$ cat src/lpn_pkg.sv
// Shared constants and sequencer state type for the lexical path normalizer.
package lpn_pkg;

    localparam logic [7:0] SLASH_CHAR = 8'h2F;
    localparam logic [7:0] DOT_CHAR   = 8'h2E;
    localparam logic [7:0] NUL_CHAR   = 8'h00;

    typedef enum logic [3:0] {
        ST_IDLE,
        ST_STEP,
        ST_BYTE_WR,
        ST_CLOSE,
        ST_POP_RD,
        ST_POP_CHK,
        ST_FIN,
        ST_EMIT,
        ST_EMIT_RD,
        ST_EMIT_LD
    } lpn_state_t;

endpackage

$ cat src/lpn_ram.sv
// Generic single-write, single-read RAM with registered read data.
module lpn_ram #(
    parameter int WIDTH = 8,
    parameter int DEPTH = 64,
    localparam int AW = $clog2(DEPTH)
) (
    input  logic             clk,
    input  logic             we,
    input  logic [AW-1:0]    waddr,
    input  logic [WIDTH-1:0] wdata,
    input  logic             re,
    input  logic [AW-1:0]    raddr,
    output logic [WIDTH-1:0] rdata
);

    logic [WIDTH-1:0] mem_reg [DEPTH];
    logic [WIDTH-1:0] rdata_reg;

    // Write port
    always_ff @(posedge clk)
    begin
        if (we)
        begin
            mem_reg[waddr] <= wdata;
        end
    end

    // Registered read port, holds when not enabled
    always_ff @(posedge clk)
    begin
        if (re)
        begin
            rdata_reg <= mem_reg[raddr];
        end
    end

    assign rdata = rdata_reg;

endmodule

$ cat src/lexical_path_normalizer.sv
// Top level of the lexical path normalizer: byte sequencer around one path RAM.
//
// Accepts path spelling bytes one word at a time and keeps an absolute,
// normalized path rooted at '/' in a PATH_BYTES-deep RAM; on a word with
// tlast the normalized path streams out one byte per word (tlast on the final
// byte, tuser 1), or a single error word (byte 0, tuser 0) after overflow.
// The sequencer walks the path RAM one address at a time through its one write
// port and its registered read port: a ".." component walks back over path
// bytes until a separator or the root, and the finishing word reads each
// emitted byte before loading it, holding while m_tready is low. s_tready is
// low while a word is in work. The last output word sits in its own register,
// so the next spelling is taken while it waits. No clearing pass is needed
// after reset.
module lexical_path_normalizer
    import lpn_pkg::*;
#(
    parameter int PATH_BYTES = 64
) (
    input  logic       clk,
    input  logic       rst_n,
    input  logic       s_tvalid,
    output logic       s_tready,
    input  logic [7:0] s_tdata,   // [7:0] ch
    input  logic [1:0] s_tuser,   // [0] start_req, [1] join_req
    input  logic       s_tlast,   // finish
    output logic       m_tvalid,
    input  logic       m_tready,
    output logic [7:0] m_tdata,   // [7:0] path_byte
    output logic [0:0] m_tuser,   // [0] ok
    output logic       m_tlast    // last
);

    localparam int AW = $clog2(PATH_BYTES);
    localparam int CW = $clog2(PATH_BYTES + 1);
    localparam int EW = AW + 2;

    lpn_state_t state_reg, state_next;

    logic [7:0]    ch_reg, ch_next;
    logic          fin_reg, fin_next;
    logic [AW-1:0] path_len_reg, path_len_next;
    logic [AW-1:0] comp_begin_reg, comp_begin_next;
    logic          in_comp_reg, in_comp_next;
    logic          overflow_reg, overflow_next;
    logic [CW-1:0] comp_count_reg, comp_count_next;
    logic          all_dots_reg, all_dots_next;
    logic [AW-1:0] idx_reg, idx_next;

    logic          m_tvalid_reg, m_tvalid_next;
    logic [7:0]    m_tdata_reg, m_tdata_next;
    logic          m_tlast_reg, m_tlast_next;
    logic          m_ok_reg, m_ok_next;

    logic          ram_we;
    logic [AW-1:0] ram_waddr;
    logic [7:0]    ram_wdata;
    logic          ram_re;
    logic [AW-1:0] ram_raddr;
    logic [7:0]    ram_rdata;

    logic          in_accept;
    logic          sep;
    logic [EW-1:0] comp_end;
    logic          pos_fits;
    logic          end_fits;
    logic          is_dot1;
    logic          is_dot2;
    logic          out_free;
    logic          emit_last;
    logic          byte_step;
    logic          close_done_idle;

    lpn_ram #(
        .WIDTH(8),
        .DEPTH(PATH_BYTES)
    ) u_path_ram (
        .clk  (clk),
        .we   (ram_we),
        .waddr(ram_waddr),
        .wdata(ram_wdata),
        .re   (ram_re),
        .raddr(ram_raddr),
        .rdata(ram_rdata)
    );

    // Shared position arithmetic: next byte slot and component end
    assign in_accept = s_tvalid && s_tready;
    assign sep       = (comp_begin_reg > AW'(1));
    assign comp_end  = EW'(comp_begin_reg) + EW'(sep) + EW'(comp_count_reg);
    assign pos_fits  = (comp_end < EW'(PATH_BYTES));
    assign end_fits  = (comp_end <= EW'(PATH_BYTES - 1));
    assign is_dot1   = all_dots_reg && (comp_count_reg == CW'(1));
    assign is_dot2   = all_dots_reg && (comp_count_reg == CW'(2));
    assign out_free  = !m_tvalid_reg || m_tready;
    assign emit_last = ({1'b0, idx_reg} + (AW + 1)'(1)) == {1'b0, path_len_reg};
    assign byte_step = !overflow_reg && (ch_reg != SLASH_CHAR) && (ch_reg != NUL_CHAR);
    assign close_done_idle = !fin_reg;

    // Next state
    always_comb
    begin
        state_next = state_reg;
        case (state_reg)
            ST_IDLE:
            begin
                if (in_accept)
                begin
                    state_next = ST_STEP;
                end
            end
            ST_STEP:
            begin
                if (!overflow_reg && ch_reg == SLASH_CHAR)
                begin
                    state_next = ST_CLOSE;
                end
                else if (byte_step && !in_comp_reg)
                begin
                    state_next = ST_BYTE_WR;
                end
                else
                begin
                    state_next = fin_reg ? ST_FIN : ST_IDLE;
                end
            end
            ST_BYTE_WR:
            begin
                state_next = fin_reg ? ST_FIN : ST_IDLE;
            end
            ST_CLOSE:
            begin
                if (in_comp_reg && !is_dot1 && is_dot2)
                begin
                    state_next = ST_POP_RD;
                end
                else
                begin
                    state_next = close_done_idle ? ST_IDLE : ST_EMIT;
                end
            end
            ST_POP_RD:
            begin
                if (path_len_reg > AW'(1))
                begin
                    state_next = ST_POP_CHK;
                end
                else
                begin
                    state_next = close_done_idle ? ST_IDLE : ST_EMIT;
                end
            end
            ST_POP_CHK:
            begin
                if (ram_rdata != SLASH_CHAR)
                begin
                    state_next = ST_POP_RD;
                end
                else
                begin
                    state_next = close_done_idle ? ST_IDLE : ST_EMIT;
                end
            end
            ST_FIN:
            begin
                state_next = (!overflow_reg && in_comp_reg) ? ST_CLOSE : ST_EMIT;
            end
            ST_EMIT:
            begin
                if (!overflow_reg)
                begin
                    state_next = ST_EMIT_RD;
                end
                else if (out_free)
                begin
                    state_next = ST_IDLE;
                end
            end
            ST_EMIT_RD:
            begin
                state_next = ST_EMIT_LD;
            end
            ST_EMIT_LD:
            begin
                if (out_free)
                begin
                    state_next = emit_last ? ST_IDLE : ST_EMIT_RD;
                end
            end
            default:
            begin
                state_next = ST_IDLE;
            end
        endcase
    end

    // Datapath, RAM control and output word
    always_comb
    begin
        ch_next         = ch_reg;
        fin_next        = fin_reg;
        path_len_next   = path_len_reg;
        comp_begin_next = comp_begin_reg;
        in_comp_next    = in_comp_reg;
        overflow_next   = overflow_reg;
        comp_count_next = comp_count_reg;
        all_dots_next   = all_dots_reg;
        idx_next        = idx_reg;
        m_tvalid_next   = m_tvalid_reg && !m_tready;
        m_tdata_next    = m_tdata_reg;
        m_tlast_next    = m_tlast_reg;
        m_ok_next       = m_ok_reg;
        ram_we          = 1'b0;
        ram_waddr       = comp_end[AW-1:0];
        ram_wdata       = ch_reg;
        ram_re          = 1'b0;
        ram_raddr       = idx_reg;
        case (state_reg)
            ST_IDLE:
            begin
                // Latch the word and apply a start: restart at root or keep the joined path
                if (in_accept)
                begin
                    ch_next  = s_tdata;
                    fin_next = s_tlast;
                    if (s_tuser[0])
                    begin
                        in_comp_next = 1'b0;
                        if (!(s_tuser[1] && s_tdata != SLASH_CHAR))
                        begin
                            path_len_next   = AW'(1);
                            comp_begin_next = '0;
                            overflow_next   = 1'b0;
                            comp_count_next = '0;
                            all_dots_next   = 1'b1;
                        end
                    end
                end
            end
            ST_STEP:
            begin
                if (byte_step)
                begin
                    if (!in_comp_reg)
                    begin
                        // Open a component, put its separator after a non-root path
                        in_comp_next    = 1'b1;
                        comp_begin_next = path_len_reg;
                        comp_count_next = '0;
                        all_dots_next   = 1'b1;
                        ram_we          = (path_len_reg > AW'(1));
                        ram_waddr       = path_len_reg;
                        ram_wdata       = SLASH_CHAR;
                    end
                    else
                    begin
                        ram_we          = pos_fits;
                        all_dots_next   = all_dots_reg && (ch_reg == DOT_CHAR);
                        if (comp_count_reg != CW'(PATH_BYTES))
                        begin
                            comp_count_next = comp_count_reg + CW'(1);
                        end
                    end
                end
            end
            ST_BYTE_WR:
            begin
                // Store the first byte of a fresh component
                ram_we        = pos_fits;
                all_dots_next = all_dots_reg && (ch_reg == DOT_CHAR);
                if (comp_count_reg != CW'(PATH_BYTES))
                begin
                    comp_count_next = comp_count_reg + CW'(1);
                end
            end
            ST_CLOSE:
            begin
                // End the open component: drop ".", pop on "..", else commit or flag overflow
                if (in_comp_reg)
                begin
                    in_comp_next = 1'b0;
                    if (!is_dot1 && !is_dot2)
                    begin
                        if (end_fits)
                        begin
                            path_len_next = comp_end[AW-1:0];
                        end
                        else
                        begin
                            overflow_next = 1'b1;
                        end
                    end
                end
            end
            ST_POP_RD:
            begin
                ram_re    = (path_len_reg > AW'(1));
                ram_raddr = path_len_reg - AW'(1);
            end
            ST_POP_CHK:
            begin
                // Walk back one byte; a separator ends the pop and is dropped too
                path_len_next = path_len_reg - AW'(1);
            end
            ST_FIN:
            begin
                if (overflow_reg || !in_comp_reg)
                begin
                    in_comp_next = 1'b0;
                end
            end
            ST_EMIT:
            begin
                idx_next = '0;
                if (overflow_reg && out_free)
                begin
                    m_tvalid_next = 1'b1;
                    m_tdata_next  = NUL_CHAR;
                    m_tlast_next  = 1'b1;
                    m_ok_next     = 1'b0;
                end
            end
            ST_EMIT_RD:
            begin
                ram_re = 1'b1;
            end
            ST_EMIT_LD:
            begin
                // Hand one path byte to the output register; entry 0 is always the root
                if (out_free)
                begin
                    m_tvalid_next = 1'b1;
                    m_tdata_next  = (idx_reg == '0) ? SLASH_CHAR : ram_rdata;
                    m_tlast_next  = emit_last;
                    m_ok_next     = 1'b1;
                    idx_next      = idx_reg + AW'(1);
                end
            end
            default:
            begin
                ram_we = 1'b0;
            end
        endcase
    end

    // Control registers
    always_ff @(posedge clk or negedge rst_n)
    begin
        if (!rst_n)
        begin
            state_reg      <= ST_IDLE;
            path_len_reg   <= AW'(1);
            comp_begin_reg <= '0;
            in_comp_reg    <= 1'b0;
            overflow_reg   <= 1'b0;
            comp_count_reg <= '0;
            all_dots_reg   <= 1'b1;
            m_tvalid_reg   <= 1'b0;
        end
        else
        begin
            state_reg      <= state_next;
            path_len_reg   <= path_len_next;
            comp_begin_reg <= comp_begin_next;
            in_comp_reg    <= in_comp_next;
            overflow_reg   <= overflow_next;
            comp_count_reg <= comp_count_next;
            all_dots_reg   <= all_dots_next;
            m_tvalid_reg   <= m_tvalid_next;
        end
    end

    // Payload registers
    always_ff @(posedge clk)
    begin
        ch_reg      <= ch_next;
        fin_reg     <= fin_next;
        idx_reg     <= idx_next;
        m_tdata_reg <= m_tdata_next;
        m_tlast_reg <= m_tlast_next;
        m_ok_reg    <= m_ok_next;
    end

    assign s_tready   = (state_reg == ST_IDLE);
    assign m_tvalid   = m_tvalid_reg;
    assign m_tdata    = m_tdata_reg;
    assign m_tlast    = m_tlast_reg;
    assign m_tuser[0] = m_ok_reg;

    // Path length stays inside the buffer and never drops below the root
    assert property (@(posedge clk) disable iff (!rst_n)
        (path_len_reg != '0) && ({1'b0, path_len_reg} < (AW + 1)'(PATH_BYTES)))
        else $error("path length out of range");

    // An open component always begins at the committed path end
    assert property (@(posedge clk) disable iff (!rst_n)
        in_comp_reg |-> (comp_begin_reg == path_len_reg))
        else $error("open component detached from path end");

    // An error word is a single zero byte marked last
    assert property (@(posedge clk) disable iff (!rst_n)
        (m_tvalid && !m_tuser[0]) |-> (m_tlast && m_tdata == NUL_CHAR))
        else $error("malformed error word");

endmodule

$ cat config.mk
export PLATFORM = sky130hd
export DESIGN_NAME = lexical_path_normalizer
export DESIGN_NICKNAME = d
export VERILOG_FILES = /design/src/lpn_pkg.sv /design/src/lpn_ram.sv /design/src/lexical_path_normalizer.sv
export SDC_FILE = /design/constraint.sdc
export NUM_CORES = 1
export LEC_CHECK = 0
export BUFFER_PORTS_ARGS = -buffer_cell sky130_fd_sc_hd__buf_2
export CAP_MARGIN = 20
export CORE_MARGIN = 2
export CORE_UTILIZATION = 25
export DETAILED_ROUTE_END_ITERATION = 10
export GPL_TIMING_DRIVEN = 0
export PLACE_DENSITY = 0.38
export SLEW_MARGIN = 20
export SYNTH_ARGS = -nofsm -noshare
export SYNTH_HDL_FRONTEND = slang
export SYNTH_SLANG_ARGS = --single-unit
$ cat constraint.sdc
create_clock -name clk -period 6.12 [get_ports clk]
set_input_delay 0.306 -clock clk [delete_from_list [all_inputs] [get_ports clk]]
set_output_delay 0.306 -clock clk [all_outputs]
set_load 0.01 [all_outputs]
==> impl.org, run 1 <==
** Outcome
- The flow ran to the end, and the final reports show no timing, DRC or antenna violations.

** Routing
- Drt wl/cell :: 23.5 um
- For this block, the initial DRC count from the detailed router was 1195.
- Final WL :: 71.2 mm
- 1st-pass router iterations :: 5
- In the routed design, unresolved DRC markers number 0.
- DRT antenna net count :: 0
- Vias per cell :: 4.67
- Detailed routing inserted a total of 14100 vias.

** Timing
- Fmax achieved :: 0.190 GHz
- The clock arrives with 0.0252 ns of skew.
- Transition at the pin with the smallest max-transition slack :: 1.15 ns
- For the final routed database, the setup TNS stands at 0 ns.
- Smallest hold slack :: 0.108 ns
- Relative slew slack :: 23.2%
- The worst path in the final design needs a cycle of 5.26 ns, including I/O delays and setup.
- RSZ-0062 raised after global routing :: no
- The final hold violation count was 0.
- Max-slew violations :: 0
- Period Utilization, post-route :: 85.9%
- Total setup violations reported at the end of the flow :: 0

** Critical path
- Critical path capture point type :: register
- The critical path contains buffers and inverters numbering 4 combined.
- Series of cell instances along the critical path :: buf_2 > nor4b_4 > mux2i_1 > buf_2 > buf_2 > clkbuf_1 > a21oi_1 > a22oi_1 > mux2i_1 > o21ai_0 > o21ai_0 > nor3_1
- Critical-path maximum fanout :: 10
- Category of the worst setup path launch point :: register
- On the worst path, the slowest cell contributes a delay of 0.63 ns.
- Counting stages on the worst path, the most repeated cell is sky130_fd_sc_hd__buf_2.
- For this design, the slowest cell found on the critical path is sky130_fd_sc_hd__nor4b_4.
- Category of cells accounting for the largest share of critical-path delay :: buffers and inverters
- For the worst setup path, the data required time is 6.44 ns.
- Arrival time of the worst setup path :: 5.58 ns
- By startpoint and endpoint, the worst setup path is classified as register to register.

** Clocking
- The tree is rooted in a sky130_fd_sc_hd__clkbuf_16.
- Clock latency on the worst-skew pair :: 0.61 ns
- Number of buffers inserted by post-CTS setup repair :: 0
- The clock passes through at most 3 buffers.
- Htree depth :: 3
- The number of clock buffers added by TritonCTS is 68.
- In this run, post-CTS hold repair placed 10 buffers.
- Gates resized during post-CTS repair numbered 0.
- Number of clock sinks :: 572
- TritonCTS built the clock tree.
- CTS clock-pin slew for the worst setup and hold paths :: 0.05 ns

** Synth
- In this run the cell area of the synthesized design comes to 0.0237 mm^2.
- In this run the biggest area consumer among cell types represents 69.0% of the synthesized area.
- Synthesized netlist net count :: 1601
- During synthesis, Yosys emitted a total of 0 warnings.
- Distinct cells, synth :: 60
- The average instance in the mapped netlist occupies 15.1 um^2.
- Share of synthesized area occupied by flip-flops and latches :: 71.9%
- Post-synth EDFFs :: 545
- By area the synthesized netlist is led by sky130_fd_sc_hd__edfxtp_1 69%, sky130_fd_sc_hd__mux4_2 7.6%, sky130_fd_sc_hd__nand2_1 3.4%.
- Summed over all instances, the cell type with the most area after synthesis is sky130_fd_sc_hd__edfxtp_1.
- Sorting the synthesized cells by how often they occur yields 545 x sky130_fd_sc_hd__edfxtp_1, 215 x sky130_fd_sc_hd__nand2_1, 91 x sky130_fd_sc_hd__nor3_1.
- Share of async-settable or async-resettable flops after synthesis :: 4.72%
- The most common cell in the synthesized netlist is sky130_fd_sc_hd__edfxtp_1.
- Most used flip-flop cell after synthesis :: sky130_fd_sc_hd__edfxtp_1
- Syn Inst Count :: 1571
- Flops & latches, synth :: 572

** GRT
- All-layer global routing usage :: 14.7%
- The initial antenna violation count is 3.
- Number of global-route vias before repair :: 14700
- For this run the aggregate overflow at the end of global routing stands at 0.
- Maximum number of pins on one net before global-route repair :: 52
- Wire length of the first global-routing pass :: 104 mm

** Layout
- Net count of the finished layout :: 1755
- Cells fill 30.5% of the core in the end.
- Number of flip-flops in the largest register :: 512
- Relative area change from synthesis to final layout :: 20.6%
- 0 antenna diodes ended up in the layout.
- Layout cell share with drive strength beyond 1 :: 21.2%

** Die
- Ports :: 27
- From bottom edge to top edge, the die measures 312 um.
- Floorplan row count :: 112
- The die covers 0.0973 mm^2.
- In this run the standard cell core region covers 0.0936 mm^2.
- The floorplan step set the die width to 312 um.
- The initial utilization of the core area, before any placement, comes to 25.3%.

** Power and ir drop
- Power density over the cells :: 477 mW/mm^2
- For this design the static power due to leakage is 9.26 nW.
- The worst-case IR drop observed on VDD is 0.237 mV.

** Placed design
- RD Place Congestion :: 0.813
- Count of input and output buffers :: 26
- Detailed placement finished with a half-perimeter wire length of 49.6 mm.

** Min path
- The path class of the tightest hold or removal check is primary input to register.

** Run
- Maximum capacitance violations :: 0
## cell families (layout without fill, tap and decap cells)
group / Yosys count / in the layout / share of synthesized area, %
AOI/OAI and AO/OA: 232 / 232 / 5.93
xor gates and xnor gates: 18 / 18 / 0.665
adders and majority gates: 15 / 15 / 0.855
buffers and inverters: 107 / 313 / 1.88
DFF: 572 / 572 / 71.9
muxes: 97 / 97 / 8.33
and+or+nand+nor: 530 / 530 / 10.4
## cells in the final DEF, fill, tap and decap left out, types with 12 or more instances in the layout
| cell | n |
|---|---|
| sky130_fd_sc_hd__ha_1 | 13 |
| sky130_fd_sc_hd__dfrtp_1 | 25 |
| sky130_fd_sc_hd__clkbuf_16 | 71 |
| sky130_fd_sc_hd__buf_2 | 57 |
| sky130_fd_sc_hd__nand2_1 | 214 |
| sky130_fd_sc_hd__nor3_2 | 64 |
| sky130_fd_sc_hd__nor2_1 | 61 |
| sky130_fd_sc_hd__nand4_1 | 12 |
| sky130_fd_sc_hd__a22oi_1 | 32 |
| sky130_fd_sc_hd__inv_1 | 18 |
| sky130_fd_sc_hd__clkbuf_1 | 66 |
| sky130_fd_sc_hd__mux2i_1 | 13 |
| sky130_fd_sc_hd__clkinv_2 | 14 |
| sky130_fd_sc_hd__o21ai_0 | 57 |
| sky130_fd_sc_hd__nor3_1 | 27 |
| sky130_fd_sc_hd__and3_1 | 28 |
| sky130_fd_sc_hd__buf_4 | 37 |
| sky130_fd_sc_hd__edfxtp_1 | 545 |
| sky130_fd_sc_hd__nand3_1 | 66 |
| sky130_fd_sc_hd__a31oi_1 | 13 |
| sky130_fd_sc_hd__a21oi_1 | 79 |
| sky130_fd_sc_hd__mux4_2 | 80 |
## area by class of cell
class / count / area [um^2]
Clock buffer: 86 / 1850
Inverter: 18 / 67.6
Tap cell: 1254 / 1570
Buffer: 89 / 379
Multi-Input combinational cell: 892 / 6600
Clock inverter: 36 / 304
Sequential cell: 572 / 17000
Timing Repair Buffer: 84 / 767
Fill cell: 9374 / 65000
## where the power goes
group          internal, mW  switching [mW]  total [mW]
Clock                  2.32            1.61        3.92
Sequential             4.84          0.0883        4.93
Combinational          1.33            3.44        4.77
## metal layers
metal	track usage [%]	up-vias	wire, um	part of all wire, %
li1	-	6422	-	-
met1	19.9	7288	32200	45
met2	23.9	344	34000	48
met3	2.59	93	3270	4.6
met4	4.98	0	1720	2.4
met5	0	-	0	0
## through the flow
step | cells | worst slack (ns) | power, mW | area (um^2)
after global placement | 2851 | -0.749 | 9.54 | 25400
final | 3031 | 0.862 | 13.6 | 28600
after CTS | 3030 | 0.840 | 13.8 | 28500
after detailed placement | 2898 | 0.880 | 9.81 | 26300
after global routing | 3031 | 0.550 | 14.3 | 28600
after floorplan | 1571 | 2.27 | 7.57 | 23700
## final timing paths
check / depth (start not counted) / endpoint / start / slack, ns
min in group asynchronous: 2 / overflow_reg$_DFFE_PN0P_ / rst_n / 0.28
max in group asynchronous: 2 / m_tvalid$_DFF_PN0_ / rst_n / 5.36
max reg2reg: 12 / u_path_ram.rdata[5]$_DFFE_PP_ / state_reg[0]$_DFFE_PN0P_ / 0.86
max: 12 / u_path_ram.rdata[5]$_DFFE_PP_ / state_reg[0]$_DFFE_PN0P_ / 0.86
min reg2reg: 2 / all_dots_reg$_DFFE_PN1P_ / all_dots_reg$_DFFE_PN1P_ / 0.49
min: 3 / m_tvalid$_DFF_PN0_ / m_tready / 0.11
## worst reg2reg max path: stages, from the launching register on
cell and delay (ns):
sky130_fd_sc_hd__dfrtp_1 0.35, sky130_fd_sc_hd__buf_2 0.19, sky130_fd_sc_hd__nor4b_4 0.63, sky130_fd_sc_hd__mux2i_1 0.61, sky130_fd_sc_hd__buf_2 0.49, sky130_fd_sc_hd__buf_2 0.50
sky130_fd_sc_hd__clkbuf_1 0.62, sky130_fd_sc_hd__a21oi_1 0.09, sky130_fd_sc_hd__a22oi_1 0.29, sky130_fd_sc_hd__mux2i_1 0.15, sky130_fd_sc_hd__o21ai_0 0.29, sky130_fd_sc_hd__o21ai_0 0.22
sky130_fd_sc_hd__nor3_1 0.56
No activity file was read; power rests on OpenSTA's default activity.
==> inputs of run 2 (changes only) <==
- CORE_UTILIZATION: 25 -> 46
- PLACE_DENSITY: 0.38 -> 0.61
==> run 2 against run 1 <==
Net effect:
- worst hold slack got worse by 0.029 ns
- sequential share of layout area increased by 3.1 points
- wire length decreased by 15%
- cell count decreased by 21%
- sequential power about the same
- via count increased by 0.49%
- global-route usage increased by 8.1 points
- worst setup slack improved by 0.26 ns
- critical endpoint unchanged
- largest cell class unchanged
- largest power group unchanged
==> impl.org, run 2 (synthesis results as in run 1) <==
** Layout
- The share of cells above drive strength 1 came to 18.6% (-2.5 points).
- Core utilization of the finished layout :: 53.2% (+23 points)
- Relative area change from synthesis to final layout :: 14.7%
- Layout filler cell count :: 4180 (-55%)
- The number of flip-flops under the largest register name is 512 (unchanged).
- Net count of the finished layout :: 1711 (-2.5%)
- Most common library cell in the layout ignoring fill and taps :: sky130_fd_sc_hd__edfxtp_1
- Commonest cells after routing, fill and taps aside :: 545 x sky130_fd_sc_hd__edfxtp_1, 214 x sky130_fd_sc_hd__nand2_1, 80 x sky130_fd_sc_hd__mux4_2, 79 x sky130_fd_sc_hd__a21oi_1, 67 x sky130_fd_sc_hd__clkbuf_1

** GRT
- The global-route usage over all layers was 22.8% (+8.1 points).
- The initial antenna violation count was 2 (-1).
- The first-pass GRT wire length was 89.3 mm (-14%).
- The via count of the first global-routing pass was 14000 (-4.5%).
- The aggregate global routing overflow came to 0 (unchanged).
- Maximum number of pins on one net before global-route repair :: 65 (+25%)

** Clocking
- The root buffer cell chosen for the clock tree is sky130_fd_sc_hd__clkbuf_16.
- The number of gates resized after cts was 0 (unchanged).
- Clock buffers created by TritonCTS :: 58 (-15%)
- Htree depth :: 2 (-1)
- Clock tree from TritonCTS :: yes
- The clock sink count is 572 (unchanged).
- CTS clock-pin slew for the worst setup and hold paths :: 0.06 ns (about the same)
- The maximum count of clock buffers along a single path came to 3 (unchanged).
- The clock latency on the worst-skew pair came to 0.63 ns (+0.02 ns).
- Count of hold buffers inserted by post-cts repair :: 10 (unchanged)
- The number of buffers inserted by post-CTS setup repair came to 0 (unchanged).

** Timing
- Total setup violations reported at the end of the flow :: 0 (unchanged)
- RSZ-0062 raised after global routing :: no
- The worst slew margin relative to its limit is 18.4% (-4.9 points).
- The final cycle utilization of the critical path is 81.7% (-4.3 points).
- The final worst clock skew came to 0.0167 ns (-0.00847 ns).
- The maximum clock frequency came to 0.200 GHz (+5.2%).
- Clock period minus worst slack :: 5.00 ns (-0.261 ns)
- The max-slew violation count came to 0 (unchanged).
- Count of final hold-check violations :: 0 (unchanged)
- The slew at the pin with the worst max-slew slack was 1.22 ns (+0.0729 ns).
- The worst setup margin is 1.12 ns (+0.261 ns).
- The worst hold slack was 0.0791 ns (-0.0289 ns).

** Routing
- DR iter-0 viols :: 1636 (+37%)
- The routed wire length came to 60.2 mm (-15%).
- The post-route antenna net violation count came to 0 (unchanged).
- The final routed DRC violation total came to 0 (unchanged).
- The detailed-route vias per instance was 5.90 (+26%).
- Drt wl/cell :: 25.0 um (+6.3%)
- The iteration count of the initial detailed-routing pass was 5 (unchanged).
- Routed via count :: 14200 (+0.49%)

** Min path
- Tightest Hold Check Type :: primary input to register

** Placed design
- Estimated wirelength of the detail-placed design :: 39.4 mm (-21%)
- RD Place Congestion :: 0.887 (+9.1%)
- The count of input and output buffers was 26 (unchanged).
- Setup Slack @ Placement :: 1.04 ns (+0.157 ns)

** Critical path
- Arrival time of the worst setup path :: 5.35 ns (-0.23 ns)
- CP Data Required Time :: 6.47 ns (+0.03 ns)
- Critical-path maximum fanout :: 10 (unchanged)
- The worst setup path is captured at a register.
- The critical path is of the register to register type.
- Category of the worst setup path launch point :: register

** Power and ir drop
- The leakage power of the design came to 8.90 nW (-3.9%).
- The overall power is 12.9 mW (-5.5%).
- Power density over the cells :: 474 mW/mm^2 (-0.61%)
- Maximum vdd drop :: 0.238 mV (+0.44%)

** Die
- The die span in y was 231 um (-26%).
- Width of the chip :: 231 um (-26%)
- The standard-cell row count was 83 (-26%).
- The core area came to 0.0511 mm^2 (-45%).
- Ports :: 27 (unchanged)
- The initial standard-cell utilization of the core was 46.4% (+21 points).
- Die outline area :: 0.0534 mm^2 (-45%)

** Run
- Maximum capacitance violations :: 0 (unchanged)

** Outcome
- The flow ran to the end, and the final reports show no timing, DRC or antenna violations.
-- run 2: area by class of cell --
type	count	area (um^2)	area share [%]
antenna	1	2.50	0.00921
buffer	89	379	1.39
clock buffer	73	1520	5.58
clock inverter	34	327	1.20
inverter	18	67.6	0.249
multi-input combinational	892	6580	24.2
sequential	572	17000	62.7
tap	680	851	3.13
timing repair buffer	50	414	1.52
-- run 2: path summary, 6_finish.rpt --
kind                                          startpoint                            end  slack, ns  cells after the start
max in group asynchronous                          rst_n             m_tvalid$_DFF_PN0_       5.44                      2
worst max register to register  state_reg[0]$_DFFE_PN0P_  u_path_ram.rdata[5]$_DFFE_PP_       1.12                     12
min in group asynchronous                          rst_n    path_len_reg[1]$_DFFE_PN0P_       0.25                      2
worst min register to register  all_dots_reg$_DFFE_PN1P_       all_dots_reg$_DFFE_PN1P_       0.50                      2
worst min-delay path                            m_tready             m_tvalid$_DFF_PN0_       0.08                      3
worst max-delay path            state_reg[0]$_DFFE_PN0P_  u_path_ram.rdata[5]$_DFFE_PP_       1.12                     12
-- run 2: stage by stage --
| step | area, um^2 | setup TNS (ns) | cells |
|---|---|---|---|
| final | 27200 | 0 | 2409 |
| after global routing | 27200 | 0 | 2408 |
| after CTS | 27100 | 0 | 2405 |
| after detailed placement | 25200 | 0 | 2288 |
| after global placement | 24700 | -0.000769 | 2277 |
| after floorplan | 23700 | 0 | 1571 |
-- run 2: routing by layer --
metal,GRT usage (%),vias up,wire (um)
li1,-,6321,-
met1,31.9,7219,25700
met2,36.1,569,28500
met3,3.93,107,4390
met4,8.29,0,1700
met5,0,-,0
-- run 2: power breakdown --
group	switching (mW)	internal, mW
Combinational	3.20	1.26
Clock	1.49	2.00
Sequential	0.0871	4.85
Total	4.77	8.11
-- run 2: worst max-delay path: stages, from the launching register on --
cell                       delay (ns)
sky130_fd_sc_hd__dfrtp_1         0.35
sky130_fd_sc_hd__buf_2           0.19
sky130_fd_sc_hd__nor4b_4         0.60
sky130_fd_sc_hd__mux2i_1         0.55
sky130_fd_sc_hd__buf_2           0.47
sky130_fd_sc_hd__buf_2           0.46
sky130_fd_sc_hd__clkbuf_1        0.62
sky130_fd_sc_hd__a21oi_1         0.09
sky130_fd_sc_hd__a22oi_1         0.23
sky130_fd_sc_hd__mux2i_1         0.13
sky130_fd_sc_hd__o21ai_0         0.28
sky130_fd_sc_hd__o21ai_0         0.24
sky130_fd_sc_hd__nor3_1          0.50
